===== src/hw/rtl/kmt_pkg.sv =====
package kmt_pkg;

    localparam int MAX_HELD     = 8;
    localparam int CODE_W       = 16;
    localparam int CNT_W        = $clog2(MAX_HELD + 1);
    localparam int IDX_W        = (MAX_HELD > 1) ? $clog2(MAX_HELD) : 1;
    localparam int TALLY_W      = 8;
    localparam int HELD_COUNT_W = 4;
    localparam int APB_ADDR_W   = 3;
    localparam int APB_DATA_W   = 32;

    localparam logic [TALLY_W-1:0] TALLY_MAX = '1;

    localparam logic [APB_ADDR_W-3:0] REG_LOCK_KEY_CODE = '0;

    typedef enum logic [1:0] {
        OP_ORDINARY = 2'd0,
        OP_SHIFT    = 2'd1,
        OP_LATCH    = 2'd2,
        OP_LOCK     = 2'd3
    } op_t;

    typedef struct packed {
        op_t               operation;
        logic              pressed;
        logic [CODE_W-1:0] scan_code;
    } in_item_t;

    typedef struct packed {
        logic                    modifier_active;
        logic                    lock_on;
        logic                    latch_on;
        logic [HELD_COUNT_W-1:0] held_count;
    } out_item_t;

    typedef struct packed {
        logic              down;
        logic [CODE_W-1:0] code;
        logic              keep_total;
    } list_cmd_t;

    typedef struct packed {
        logic             hit;
        logic             appended;
        logic [CNT_W-1:0] total;
    } list_rsp_t;

endpackage


===== src/hw/rtl/kmt_cfg_regs.sv =====
module kmt_cfg_regs (
    input  logic                             clk,
    input  logic                             rst_n,
    input  logic                             psel,
    input  logic                             penable,
    input  logic                             pwrite,
    input  logic [kmt_pkg::APB_ADDR_W-1:0]   paddr,
    input  logic [kmt_pkg::APB_DATA_W-1:0]   pwdata,
    output logic [kmt_pkg::APB_DATA_W-1:0]   prdata,
    output logic                             pready,
    output logic [kmt_pkg::CODE_W-1:0]       lock_key_code
);
    import kmt_pkg::*;

    logic [CODE_W-1:0]       lock_key_code_reg;
    logic [APB_ADDR_W-3:0]   reg_sel;

    assign reg_sel       = paddr[APB_ADDR_W-1:2];
    assign pready        = 1'b1;
    assign lock_key_code = lock_key_code_reg;

    always_ff @(posedge clk or negedge rst_n)
    begin
        if (!rst_n)
        begin
            lock_key_code_reg <= '0;
        end
        else if (psel && penable && pwrite && (reg_sel == REG_LOCK_KEY_CODE))
        begin
            lock_key_code_reg <= pwdata[CODE_W-1:0];
        end
    end

    always_comb
    begin
        prdata = '0;
        unique case (reg_sel)
            REG_LOCK_KEY_CODE:
            begin
                prdata = APB_DATA_W'(lock_key_code_reg);
            end
            default:
            begin
                prdata = '0;
            end
        endcase
    end

endmodule


===== src/hw/rtl/kmt_held_list.sv =====
module kmt_held_list (
    input  logic                clk,
    input  logic                rst_n,
    input  logic                start,
    input  kmt_pkg::list_cmd_t  cmd,
    output logic                done,
    output kmt_pkg::list_rsp_t  rsp
);
    import kmt_pkg::*;

    typedef enum logic [1:0] {
        L_IDLE,
        L_SCAN,
        L_SHIFT
    } list_state_t;

    list_state_t       state_reg, state_next;
    list_cmd_t         cmd_reg, cmd_next;
    logic [CNT_W-1:0]  idx_reg, idx_next;
    logic [CNT_W-1:0]  total_reg, total_next;
    logic              hit_reg, hit_next;
    logic              appended_reg, appended_next;
    logic              done_reg, done_next;

    logic [CODE_W-1:0] held_codes [MAX_HELD];

    logic [CNT_W-1:0]  idx_plus;
    logic [IDX_W-1:0]  rd_idx;
    logic [CODE_W-1:0] rd_code;
    logic              match;
    logic              wr_en;
    logic [IDX_W-1:0]  wr_idx;
    logic [CODE_W-1:0] wr_data;

    assign idx_plus = idx_reg + CNT_W'(1);
    assign rd_idx   = (state_reg == L_SHIFT) ? idx_plus[IDX_W-1:0] : idx_reg[IDX_W-1:0];
    assign rd_code  = held_codes[rd_idx];
    assign match    = (rd_code == cmd_reg.code);

    assign done         = done_reg;
    assign rsp.hit      = hit_reg;
    assign rsp.appended = appended_reg;
    assign rsp.total    = total_reg;

    always_comb
    begin
        state_next    = state_reg;
        cmd_next      = cmd_reg;
        idx_next      = idx_reg;
        total_next    = total_reg;
        hit_next      = hit_reg;
        appended_next = appended_reg;
        done_next     = 1'b0;
        wr_en         = 1'b0;
        wr_idx        = idx_reg[IDX_W-1:0];
        wr_data       = cmd_reg.code;

        unique case (state_reg)
            L_IDLE:
            begin
                if (start)
                begin
                    cmd_next      = cmd;
                    idx_next      = '0;
                    hit_next      = 1'b0;
                    appended_next = 1'b0;
                    state_next    = L_SCAN;
                end
            end
            L_SCAN:
            begin
                if (idx_reg == total_reg)
                begin
                    if (cmd_reg.down && !hit_reg && (total_reg < CNT_W'(MAX_HELD)))
                    begin
                        wr_en         = 1'b1;
                        wr_idx        = total_reg[IDX_W-1:0];
                        total_next    = total_reg + CNT_W'(1);
                        appended_next = 1'b1;
                    end
                    done_next  = 1'b1;
                    state_next = L_IDLE;
                end
                else if (match && !cmd_reg.down)
                begin
                    hit_next   = 1'b1;
                    state_next = L_SHIFT;
                end
                else
                begin
                    if (match)
                    begin
                        hit_next = 1'b1;
                    end
                    idx_next = idx_plus;
                end
            end
            L_SHIFT:
            begin
                if (idx_plus >= total_reg)
                begin
                    if (!cmd_reg.keep_total)
                    begin
                        total_next = total_reg - CNT_W'(1);
                    end
                    done_next  = 1'b1;
                    state_next = L_IDLE;
                end
                else
                begin
                    wr_en    = 1'b1;
                    wr_idx   = idx_reg[IDX_W-1:0];
                    wr_data  = rd_code;
                    idx_next = idx_plus;
                end
            end
            default:
            begin
                state_next = L_IDLE;
            end
        endcase
    end

    always_ff @(posedge clk or negedge rst_n)
    begin
        if (!rst_n)
        begin
            state_reg    <= L_IDLE;
            cmd_reg      <= '0;
            idx_reg      <= '0;
            total_reg    <= '0;
            hit_reg      <= 1'b0;
            appended_reg <= 1'b0;
            done_reg     <= 1'b0;
        end
        else
        begin
            state_reg    <= state_next;
            cmd_reg      <= cmd_next;
            idx_reg      <= idx_next;
            total_reg    <= total_next;
            hit_reg      <= hit_next;
            appended_reg <= appended_next;
            done_reg     <= done_next;
        end
    end

    always_ff @(posedge clk)
    begin
        if (wr_en)
        begin
            held_codes[wr_idx] <= wr_data;
        end
    end

endmodule


===== src/hw/rtl/keyboard_modifier_tracker_top.sv =====
// Tracks keyboard modifier state (held shift keys, a one-shot latch and a lock) from key-event
// transactions and returns one status transaction per event. The block takes one event at a
// time. Ordinary, latch and lock events pass through the execute and finish states before
// out_valid rises. Shift events walk the held-code list one entry per cycle through a single
// compare port. A release stops the walk at the matching entry and compacts the rest of the
// list from there, so a shift event takes longer the more codes are held when it arrives. A new
// event is accepted while the previous result still waits to be taken. The lock key code
// register sits at byte address 0.
module keyboard_modifier_tracker_top (
    input  logic                             clk,
    input  logic                             rst_n,
    input  logic                             in_valid,
    output logic                             in_ready,
    input  kmt_pkg::in_item_t                in_item,
    output logic                             out_valid,
    input  logic                             out_ready,
    output kmt_pkg::out_item_t               out_item,
    input  logic                             psel,
    input  logic                             penable,
    input  logic                             pwrite,
    input  logic [kmt_pkg::APB_ADDR_W-1:0]   paddr,
    input  logic [kmt_pkg::APB_DATA_W-1:0]   pwdata,
    output logic [kmt_pkg::APB_DATA_W-1:0]   prdata,
    output logic                             pready
);
    import kmt_pkg::*;

    typedef enum logic [1:0] {
        T_IDLE,
        T_EXEC,
        T_LIST,
        T_FINISH
    } top_state_t;

    top_state_t          state_reg, state_next;
    in_item_t            item_reg, item_next;
    logic                latch_reg, latch_next;
    logic                let_go_reg, let_go_next;
    logic [TALLY_W-1:0]  tally_reg, tally_next;
    logic                lock_reg, lock_next;
    logic                active_reg, active_next;
    logic                out_valid_reg, out_valid_next;
    out_item_t           out_item_reg, out_item_next;

    logic [CODE_W-1:0]   lock_key_code;
    logic                accept;
    logic                list_start;
    list_cmd_t           list_cmd;
    logic                list_done;
    list_rsp_t           list_rsp;
    logic                total_nz;

    kmt_cfg_regs u_cfg (
        .clk           (clk),
        .rst_n         (rst_n),
        .psel          (psel),
        .penable       (penable),
        .pwrite        (pwrite),
        .paddr         (paddr),
        .pwdata        (pwdata),
        .prdata        (prdata),
        .pready        (pready),
        .lock_key_code (lock_key_code)
    );

    assign in_ready            = (state_reg == T_IDLE);
    assign accept              = in_valid && in_ready;
    assign list_start          = accept && (in_item.operation == OP_SHIFT);
    assign list_cmd.down       = in_item.pressed;
    assign list_cmd.code       = in_item.scan_code;
    assign list_cmd.keep_total = lock_reg || latch_reg;

    kmt_held_list u_list (
        .clk   (clk),
        .rst_n (rst_n),
        .start (list_start),
        .cmd   (list_cmd),
        .done  (list_done),
        .rsp   (list_rsp)
    );

    assign total_nz  = (list_rsp.total != '0);
    assign out_valid = out_valid_reg;
    assign out_item  = out_item_reg;

    always_comb
    begin
        state_next     = state_reg;
        item_next      = item_reg;
        latch_next     = latch_reg;
        let_go_next    = let_go_reg;
        tally_next     = tally_reg;
        lock_next      = lock_reg;
        active_next    = active_reg;
        out_valid_next = out_valid_reg;
        out_item_next  = out_item_reg;

        if (out_valid_reg && out_ready)
        begin
            out_valid_next = 1'b0;
        end

        unique case (state_reg)
            T_IDLE:
            begin
                if (accept)
                begin
                    item_next  = in_item;
                    state_next = (in_item.operation == OP_SHIFT) ? T_LIST : T_EXEC;
                end
            end
            T_EXEC:
            begin
                unique case (item_reg.operation)
                    OP_ORDINARY:
                    begin
                        if (latch_reg && !item_reg.pressed)
                        begin
                            if (!let_go_reg)
                            begin
                                if (tally_reg != TALLY_MAX)
                                begin
                                    tally_next = tally_reg + TALLY_W'(1);
                                end
                            end
                            else
                            begin
                                latch_next  = 1'b0;
                                active_next = total_nz;
                            end
                        end
                    end
                    OP_LATCH:
                    begin
                        lock_next = 1'b0;
                        if (item_reg.pressed)
                        begin
                            if (!latch_reg || let_go_reg)
                            begin
                                latch_next  = 1'b1;
                                let_go_next = 1'b0;
                                tally_next  = '0;
                            end
                            active_next = 1'b1;
                        end
                        else
                        begin
                            let_go_next = 1'b1;
                            latch_next  = (tally_reg == '0);
                            active_next = (tally_reg == '0) || total_nz;
                        end
                    end
                    OP_LOCK:
                    begin
                        if (item_reg.pressed && (item_reg.scan_code != lock_key_code))
                        begin
                            lock_next   = !lock_reg;
                            active_next = !lock_reg || latch_reg || total_nz;
                        end
                    end
                    OP_SHIFT:
                    begin
                        active_next = active_reg;
                    end
                    default:
                    begin
                        active_next = active_reg;
                    end
                endcase
                state_next = T_FINISH;
            end
            T_LIST:
            begin
                if (list_done)
                begin
                    if (item_reg.pressed)
                    begin
                        if (list_rsp.hit || list_rsp.appended)
                        begin
                            active_next = 1'b1;
                        end
                    end
                    else if (list_rsp.hit)
                    begin
                        active_next = lock_reg || latch_reg || total_nz;
                    end
                    state_next = T_FINISH;
                end
            end
            T_FINISH:
            begin
                if (!out_valid_reg || out_ready)
                begin
                    out_valid_next                 = 1'b1;
                    out_item_next.modifier_active  = active_reg;
                    out_item_next.lock_on          = lock_reg;
                    out_item_next.latch_on         = latch_reg;
                    out_item_next.held_count       = HELD_COUNT_W'(list_rsp.total);
                    state_next                     = T_IDLE;
                end
            end
            default:
            begin
                state_next = T_IDLE;
            end
        endcase
    end

    always_ff @(posedge clk or negedge rst_n)
    begin
        if (!rst_n)
        begin
            state_reg     <= T_IDLE;
            item_reg      <= '0;
            latch_reg     <= 1'b0;
            let_go_reg    <= 1'b0;
            tally_reg     <= '0;
            lock_reg      <= 1'b0;
            active_reg    <= 1'b0;
            out_valid_reg <= 1'b0;
            out_item_reg  <= '0;
        end
        else
        begin
            state_reg     <= state_next;
            item_reg      <= item_next;
            latch_reg     <= latch_next;
            let_go_reg    <= let_go_next;
            tally_reg     <= tally_next;
            lock_reg      <= lock_next;
            active_reg    <= active_next;
            out_valid_reg <= out_valid_next;
            out_item_reg  <= out_item_next;
        end
    end

endmodule


===== config.mk =====
export PLATFORM = sky130hd
export DESIGN_NAME = keyboard_modifier_tracker_top
export DESIGN_NICKNAME = d
export VERILOG_FILES = /design/src/hw/rtl/kmt_pkg.sv /design/src/hw/rtl/kmt_cfg_regs.sv /design/src/hw/rtl/kmt_held_list.sv /design/src/hw/rtl/keyboard_modifier_tracker_top.sv
export SDC_FILE = /design/constraint.sdc
export NUM_CORES = 1
export LEC_CHECK = 0
export ABC_AREA = 1
export ABC_CLOCK_PERIOD_IN_PS = 4050
export BUFFER_PORTS_ARGS = -buffer_cell sky130_fd_sc_hd__buf_2
export CAP_MARGIN = 20
export CELL_PAD_IN_SITES_DETAIL_PLACEMENT = 0
export CELL_PAD_IN_SITES_GLOBAL_PLACEMENT = 1
export CORE_UTILIZATION = 40
export DETAILED_ROUTE_END_ITERATION = 6
export GPL_TIMING_DRIVEN = 0
export HOLD_SLACK_MARGIN = 0.06
export PLACE_DENSITY_LB_ADDON = 0.1
export SETUP_SLACK_MARGIN = 0.2
export SYNTH_ARGS = -nofsm -noshare
export SYNTH_HDL_FRONTEND = slang
export SYNTH_SLANG_ARGS = --single-unit

===== constraint.sdc =====
create_clock -name clk -period 4.05 [get_ports clk]
set_input_delay 0 -clock clk [delete_from_list [all_inputs] [get_ports clk]]
set_output_delay 0 -clock clk [all_outputs]
set_load 0.02 [all_outputs]

==> results of run 1 <==
-- critical path, stage by stage, from the launching register on --
cell and delay, ns:
dfrtp_2 0.49, nand2_1 0.22, nor2_1 0.18, xor2_1 0.25
ha_1 0.30, o211ai_1 0.09, o2111ai_1 0.17, nor2_2 0.27
inv_1 0.17, a21oi_1 0.22, nand2_1 0.24, nor2_2 0.33
buf_8 0.23
-- metal layers --
| layer | part of all wire | track usage | vias to the layer above |
|---|---|---|---|
| met5 | 0 | 0 | - |
| met4 | 0.021 | 0.0467 | 0 |
| met3 | 0.052 | 0.0263 | 37 |
| met2 | 0.46 | 0.351 | 222 |
| met1 | 0.46 | 0.303 | 3708 |
| li1 | - | - | 3888 |
-- power groups by stage --
stage               Combinational (mW)  Clock (mW)  Sequential [mW]
global placement                  2.24           0             3.15
CTS                               2.32        2.08             3.11
floorplan                         1.57           0             3.12
detailed placement                2.28           0             3.15
global route                      2.63        2.17             3.15
finish                            2.32        2.06             3.11
-- Yosys cell counts, drive strengths merged, types with 2 or more instances --
cell and number:
o2111ai 2, nor3 11, o22ai 6, o21ai 69, xor2 16, nand4 7
a211oi 3, clkbuf 15, conb 2, or2 2, nand3 141, mux2 10
a21oi 31, a31oi 3, dfrtp 88, edfxtp 128, buf 39, ha 17
nor3b 3, nand2 284, nor2 83, o211ai 2, nand3b 3, inv 96
-- cell families (layout without fill, tap and decap cells) --
logic type	after synthesis	count (layout)	synth area share
and+or+nand+nor	535	535	0.226
DFF	216	216	0.588
buffers and inverters	150	318	0.0726
AOI/OAI and AO/OA	121	121	0.0659
adders and majority gates	17	17	0.0207
xor gates and xnor gates	17	17	0.0145
muxes	10	10	0.0110
other	2	17	0.000731
-- through the flow --
step	hold WS (ns)	instance area (um2)
after floorplan	-0.296	10300
after global placement	0.236	11100
after detailed placement	0.0207	11200
after CTS	0.240	12500
after global routing	0.277	12500
final	0.245	12500
-- final cells by class --
| type | instances | area (um2) |
|---|---|---|
| Clock buffer | 33 | 686 |
| Timing Repair Buffer | 125 | 1020 |
| Inverter | 96 | 360 |
| Tap cell | 330 | 413 |
| Multi-Input combinational cell | 717 | 3590 |
| Sequential cell | 216 | 6050 |
| Fill cell | 2356 | 12600 |
| Buffer | 54 | 385 |
| Clock inverter | 10 | 45.0 |
-- worst max-delay path by stage --
stage,start,to,slack (ns),cells after the start
6_report,u_list.idx_reg[1],u_list.held_codes[2][1],0.56,12
5_1_grt,u_list.idx_reg[1],u_list.held_codes[2][2],0.32,12
4_1_cts,u_list.idx_reg[1],u_list.held_codes[7][2],0.12,12
3_5_place_dp,u_list.idx_reg[1],u_list.held_codes[5][8],0.01,12
3_3_place_gp,u_list.idx_reg[0],u_list.held_codes[5][8],-1.36,11
2_1_floorplan,u_list.idx_reg[0],u_list.held_codes[5][0],0.38,11
-- repair_timing --
action	in CTS	in global routing
endpoints found under the hold margin	146	0
gates resized for setup	2	5
setup endpoints to repair	32	61
hold buffers	42	0
setup buffers	3	3
pin swaps	1	2
==> impl_metrics.ini, run 1 <==
[power_and_ir_drop]
clockPowerShare = 0.275
irDropWorstVdd_mv = 0.286
pwr-share-seq = 0.415
p_int_mw = 4.83
p_sw_frac = 0.355
p_total_mw = 7.49
p_comb_frac = 0.310
power.static_leakage_nw = 5.40
cellPowerDensity_nw_per_um2 = 597
p_sw_mw = 2.66

[clocking]
cts_sinks = 216
clock-root-buffer = clkbuf_16
cts_tree = yes
cts.htree.levels = 1
clockBufferDepth = 3
clkTransAtPathRegs_ns = 0.06
clock_latency_ns = 0.52
numCtsBuffers = 25

[yosys]
synth_warnings = 0
yosysSeqAreaShare = 0.588
synth-async-reset-ratio = 0.407
synth_top_area_share = 0.374
yosys-top-cells-area = edfxtp_1, dfrtp_1, nand2_1, nand3_1, inv_1
netlist_instances = 1068
syn_avg_cell_area_um2 = 9.62
synth_area_um2 = 10300
synthDistinctLibCells = 42
yosys_register_bits = 216
synth_edf_count = 128
synthFlopType = edfxtp_1
synth_area_leader_cell = edfxtp_1

[global_routing]
antenna_found_initial = 0
grt_overflow = 0
grt_pass1_wl_um = 42700
grt_pass1_vias = 7435
grt_max_degree = 50
grt_usage = 0.214

[drt]
routed_wl_um = 27600
drtIter0Drc = 640
via_count = 7855
postRouteAntennaNets = 0
via_per_inst = 4.97
first_pass_iters = 5
wire_per_inst_um = 17.5
post-route-drc-count = 0

[sta]
finalCritPeriodShare = 0.861
fmaxAchievable_mhz = 287
tns_ns = 0
skew_ns = 0.0112
setup_ws_ns = 0.562
min_period_ns = 3.49
rsz0062_at_grt = false
hold_viol = 0
setup_violations = 0
worst_slew_pin_slew_ns = 1.19
slew_violations = 0
slew_headroom = 0.197

[floorplanning]
die_w_um = 162
core_um2 = 25200
num_rows = 58
pin_count = 103
die-area_um2 = 26300
start_util = 0.408
die_h_um = 162

[worst_setup_path]
critPathKind = reg2reg
r2r-end = u_list.held_codes[2][1]
rrSetupSlack_ns = 0.56
reg2reg_depth = 12
crit_path_end_kind = flop
worstPathRequired_ns = 4.26
worst_ep_arrival_time_ns = 3.70
cp-start-kind = flop
r2r_start = u_list.idx_reg[1]
cp_max_fo = 13

[finish]
final_cell_mix = nand2_1, nand3_1, edfxtp_1
fin_nets = 1313
drive_gt1_frac = 0.164
post-route-util = 0.498
syn2layout_area_growth_pct = 22.1
antenna_cells = 0
fin_cells = 1581
mostFrequentLayoutCell = nand2_1
largest_register_ffs = 128

[run]
drv_cap = 0

[placement]
place_ws_ns = 0.0116
io_buffers = 66
dp_hpwl_um = 19600
numPlacedInstances = 1488
gp_congestion = 0.795

[min_path]
hp-start = penable
hold_class = in2reg
hold_end = u_cfg.lock_key_code[9]
holdPathStages = 5

[run_status]
status = finished, final reports clean
Note: power is estimated with default switching activity, not from simulation.
==> run 2: changes to the inputs <==
--- a/config.mk
+++ b/config.mk
@@ -19,4 +19,5 @@
 export SETUP_SLACK_MARGIN = 0.2
 export SYNTH_ARGS = -nofsm -noshare
 export SYNTH_HDL_FRONTEND = slang
+export SYNTH_HIERARCHICAL = 1
 export SYNTH_SLANG_ARGS = --single-unit
==> impl_metrics.ini, run 2 <==
[worst_setup_path]
worstPathRequired_ns = 4.28
cp-start-kind = flop
cp_max_fo = 10
rrSetupSlack_ns = 0.39
critPathKind = reg2reg
r2r-end = u_list/held_codes[2][12]
reg2reg_depth = 13
worst_ep_arrival_time_ns = 3.89
crit_path_end_kind = flop
r2r_start = u_list/idx_reg[2]

[run]
drv_cap = 0

[clocking]
clockBufferDepth = 3
cts_tree = yes
cts.htree.levels = 1
clock-root-buffer = clkbuf_16
numCtsBuffers = 24
cts_sinks = 216
clkTransAtPathRegs_ns = 0.06
clock_latency_ns = 0.53

[placement]
placed_area_um2 = 11600
gp_congestion = 0.811
io_buffers = 66
dp_hpwl_um = 19900
numPlacedInstances = 1599

[finish]
syn2layout_area_growth_pct = 24.5
fin_nets = 1446
final_cell_area_um2 = 13200
mostFrequentLayoutCell = nand2_1
drive_gt1_frac = 0.163
largest_register_ffs = 128
antenna_cells = 0
final_cell_mix = nand2_1, nand3_1, edfxtp_1
fin_cells = 1721

[sta]
worst_slew_pin_slew_ns = 1.04
tns_ns = 0
slew_headroom = 0.297
hold_viol = 0
skew_ns = 0.0133
whs_ns = 0.277
rsz0062_at_grt = true
slew_violations = 0
setup_violations = 0
min_period_ns = 3.66
finalCritPeriodShare = 0.903
fmaxAchievable_mhz = 273

[global_routing]
grt_usage = 0.223
grt_pass1_wl_um = 45500
grt_overflow = 0
antenna_found_initial = 0
grt_pass1_vias = 8024
grt_max_degree = 57

[power_and_ir_drop]
cellPowerDensity_nw_per_um2 = 594
p_total_mw = 7.84
irDropWorstVdd_mv = 0.343
power.static_leakage_nw = 5.88

[drt]
drtIter0Drc = 604
first_pass_iters = 5
wire_per_inst_um = 16.9
via_per_inst = 4.87
via_count = 8375
postRouteAntennaNets = 0
routed_wl_um = 29100
post-route-drc-count = 0

[yosys]
synthFlopType = edfxtp_1
yosys_register_bits = 216
netlist_instances = 1172
synth-async-reset-ratio = 0.407
synthDistinctLibCells = 40
yosysSeqAreaShare = 0.570
synth_warnings = 6
synth.most_common_cell = nand2_1
synth_top_area_share = 0.363
synth_area_leader_cell = edfxtp_1
syn_avg_cell_area_um2 = 9.05
yosys-top-cells-area = edfxtp_1, dfrtp_1, nand2_1, nand3_1, inv_1
synth_area_um2 = 10600
yosys-top-cells-count = nand2_1, nand3_1, edfxtp_1
synth_edf_count = 128

[min_path]
hp-start = in_item[3]
hold_end = u_list/cmd_reg[4]
holdPathStages = 4
hold_class = in2reg

[floorplanning]
core_um2 = 26100
die-area_um2 = 27200
die_h_um = 165
pin_count = 103
die_w_um = 165
start_util = 0.407
num_rows = 59

[run_status]
status = finished, final reports clean
run 2: cell count changes after synthesis, sizes merged, moves of 3 or more:
cell    delta
nor3       -3
nor2      +12
mux2       -3
inv       +19
a31oi      -3
xor2       -6
o22ai      -6
nand2     +83
a21oi      -8
buf       +14
clkbuf     -7
nand3     +20
nor3b      -3
run 2: through the flow:
step / worst slack [ns] / utilization
after detailed placement: 0.0271 / 0.446
after CTS: 0.0832 / 0.505
after global routing: 0.161 / 0.507
after global placement: -1.45 / 0.438
final: 0.394 / 0.507
after floorplan: 0.369 / -
run 2: kinds of logic after synthesis:
family          Yosys count  share of synthesized area
compound gates           99                     0.0530
xor+xnor                 11                    0.00909
fa+ha+maj                17                     0.0201
buf+inv                 177                     0.0813
flops                   216                      0.570
mux                       7                    0.00743
other cells               2                   0.000708
simple gates            643                      0.258
run 2: how the worst max path moves through the flow:
stage	start	slack, ns	depth (start not counted)	end
after floorplan	u_list/idx_reg[0]	0.37	11	u_list/held_codes[1][0]
after global placement	u_list/idx_reg[0]	-1.45	11	u_list/held_codes[1][4]
after detailed placement	u_list/idx_reg[0]	0.03	12	u_list/held_codes[0][4]
after CTS	u_list/idx_reg[0]	0.08	12	u_list/held_codes[7][14]
after global routing	u_list/idx_reg[2]	0.16	13	u_list/held_codes[2][13]
final	u_list/idx_reg[2]	0.39	13	u_list/held_codes[2][12]
run 2: report_power, final:
part	leakage (nW)	total (mW)	switching, mW	internal [mW]
Sequential	2.24	3.13	0.255	2.87
Clock	0.377	2.16	0.917	1.24
Combinational	3.27	2.56	1.67	0.888
run 2: worst max-delay path, stage by stage, from the launching register on:
cell and delay, ns:
dfrtp_1 0.32, buf_4 0.19, nand2_1 0.15, nor2_1 0.15, xor2_1 0.22, ha_1 0.29, a21oi_1 0.15, nand3_1 0.18
nor2_2 0.30, inv_1 0.19, a21oi_1 0.21, nand2_1 0.20, nor2_2 0.56, buf_8 0.24
run 2: final cells by class:
cell class / count / area, um2
fill: 2479 / 12900
clock inverter: 18 / 164
tap: 335 / 419
inverter: 116 / 438
timing repair buffer: 155 / 1300
buffer: 61 / 424
sequential: 216 / 6050
multi-input combinational: 794 / 3790
clock buffer: 26 / 618
run 2: per-layer routing:
layer  global-route usage  up-vias  share of wire  wire length (um)
met1                0.303     3902           0.46             13300
met2                0.375      207           0.47             13700
met4               0.0559        0          0.020               571
met3               0.0294       42          0.049              1430
li1                     -     4224              -                 -
met5                    0        -              0                 0
run 2: timing repair:
item,CTS,global route
endpoints found under the hold margin,146,0
cloned,0,0
pin swaps,0,1
endpoints found under the setup margin,35,82
gates resized for setup,1,3
setup buffers,0,4
hold buffers,74,0
==> run 3: changes to the inputs <==
--- a/config.mk
+++ b/config.mk
@@ -6,7 +6,7 @@
 export NUM_CORES = 1
 export LEC_CHECK = 0
 export ABC_AREA = 1
-export ABC_CLOCK_PERIOD_IN_PS = 4050
+export ABC_CLOCK_PERIOD_IN_PS = 3100
 export BUFFER_PORTS_ARGS = -buffer_cell sky130_fd_sc_hd__buf_2
 export CAP_MARGIN = 20
 export CELL_PAD_IN_SITES_DETAIL_PLACEMENT = 0
==> constraint.sdc (replaced) <==
create_clock -name clk -period 3.1 [get_ports clk]
set_input_delay 0 -clock clk [delete_from_list [all_inputs] [get_ports clk]]
set_output_delay 0 -clock clk [all_outputs]
set_load 0.02 [all_outputs]
==> impl_metrics.ini, run 3 (synthesis gave the netlist of run 2 again) <==
[finish]
fin_cells = 1766
nFillCells = 2364
antenna_cells = 0
drive_gt1_frac = 0.219
syn2layout_area_growth_pct = 33.9
final_cell_mix = nand2_1, nand3_1, edfxtp_1
fin_nets = 1490
final_cell_area_um2 = 14200
mostFrequentLayoutCell = nand2_1
largest_register_ffs = 128

[clocking]
cts_sinks = 216
clock_latency_ns = 0.53
clockBufferDepth = 3
clock-root-buffer = clkbuf_16
cts_tree = yes
numCtsBuffers = 25
cts.htree.levels = 1
clkTransAtPathRegs_ns = 0.06

[sta]
slew_violations = 0
min_period_ns = 2.93
slew_headroom = 0.600
skew_ns = 0.00853
finalCritPeriodShare = 0.945
hold_viol = 0
setup_violations = 0
rsz0062_at_grt = true
worst_slew_pin_slew_ns = 0.596
fmaxAchievable_mhz = 341

[global_routing]
antenna_found_initial = 0
grt_pass1_vias = 8262
grt_overflow = 0
grt_max_degree = 64
grt_usage = 0.224
grt_pass1_wl_um = 45800

[placement]
numPlacedInstances = 1592
io_buffers = 66
placed_area_um2 = 11600
dp_hpwl_um = 19500
gp_congestion = 0.796

[worst_setup_path]
r2r-end = u_list/held_codes[1][11]
startpoint = u_list/idx_reg[1]
worstPathRequired_ns = 3.34
cp_max_fo = 8
crit_path_end_kind = flop
rrSetupSlack_ns = 0.17
critPathKind = reg2reg
reg2reg_depth = 15
cp_slowest_cell = dfrtp_1
timing.critical_path.buf_inv = 5
worst_ep_arrival_time_ns = 3.17
crit_chain = buf_6, nand2_8, nor2_4, xor2_1, ha_1, o211ai_1, nand3_2, nor2_4, inv_4, a21oi_4, o211ai_1, buf_4, nor3_4, buf_6, clkbuf_16
critPathTopFamily = buffers and inverters
crit_path_max_incr_delay_ns = 0.41
r2r_start = u_list/idx_reg[1]
cp-start-kind = flop
crit_cells = 15

[drt]
post-route-drc-count = 0
drtIter0Drc = 677
met3_length_um = 1780
postRouteAntennaNets = 0
via_count = 8732
via_per_inst = 4.94
top_layer = met4
wl_met1_um = 13500
dr_wl_met2_um = 14900
first_pass_iters = 5
wire_per_inst_um = 17.5
routed_wl_um = 30800

[floorplanning]
pin_count = 103
die_h_um = 165
num_rows = 59
start_util = 0.407
core_um2 = 26100
die-area_um2 = 27200
die_w_um = 165

[power_and_ir_drop]
p_int_mw = 7.03
p_comb_frac = 0.361
power.static_leakage_nw = 6.32
cellPowerDensity_nw_per_um2 = 774
p_sw_mw = 3.95
irDropWorstVdd_mv = 0.462
p_sw_frac = 0.360
clockPowerShare = 0.268
pwr-share-seq = 0.372

[min_path]
holdPathStages = 4
hold_end = u_list/cmd_reg[4]
hold_class = in2reg
hp-start = in_item[3]

[run]
drv_cap = 0

[run_status]
status = finished, final reports clean
run 3: layout make-up:
class,instances,area (um2),area share
plain buffers,61,568,0.0400
clock buffers,27,643,0.0453
clock inverters,19,174,0.0122
inverters,116,448,0.0315
multi-input cells,795,4130,0.291
flip-flops and latches,216,6050,0.426
well taps,335,419,0.0295
repair buffers,197,1770,0.124
run 3: tightest hold or removal path, delay by kind of cell:
| family | cells | cell delay (ns) |
|---|---|---|
| buf+inv | 2 | 0.64 |
| compound gates | 1 | 0.05 |
| simple gates | 1 | 0.05 |
run 3: worst max-delay path by stage:
stage | end
after floorplan | u_list/held_codes[1][0]
after global placement | u_list/held_codes[1][5]
after detailed placement | u_list/held_codes[1][5]
after CTS | u_list/held_codes[0][5]
after global routing | u_list/held_codes[1][11]
final | u_list/held_codes[1][11]
run 3: power by group through the flow:
stage               clock network [mW]  logic, mW  registers (mW)
floorplan                            0       2.28            4.10
global placement                     0       3.20            4.14
detailed placement                   0       3.26            4.14
CTS                               2.99       3.56            4.09
global route                      3.11       4.45            4.14
finish                            2.94       3.96            4.08
run 3: routing by layer:
layer	GRT usage	vias up
met4	0.0513	0
met1	0.303	4126
met3	0.0269	52
li1	-	4302
met5	0	-
met2	0.384	252
run 3: through the flow:
step	util	worst slack [ns]	hold WS (ns)	TNS [ns]	power (mW)
3_5_place_dp	0.444	-0.840	-0.0253	-96.50	7.40
3_3_place_gp	0.441	-0.881	0.237	-115.41	7.34
5_1_grt	0.545	0.0307	0.275	0	11.7
2_1_floorplan	-	0.0228	-0.296	0	6.39
4_1_cts	0.519	0.161	0.243	0	10.6
6_report	0.545	0.169	0.259	0	11.0
run 3: what timing repair did:
action	in CTS	in global routing
cloned	0	7
setup endpoints to repair	265	268
pin swaps	12	19
endpoints found under the hold margin	146	0
resized for setup	41	92
buffers inserted	19	27
hold buffers	75	0
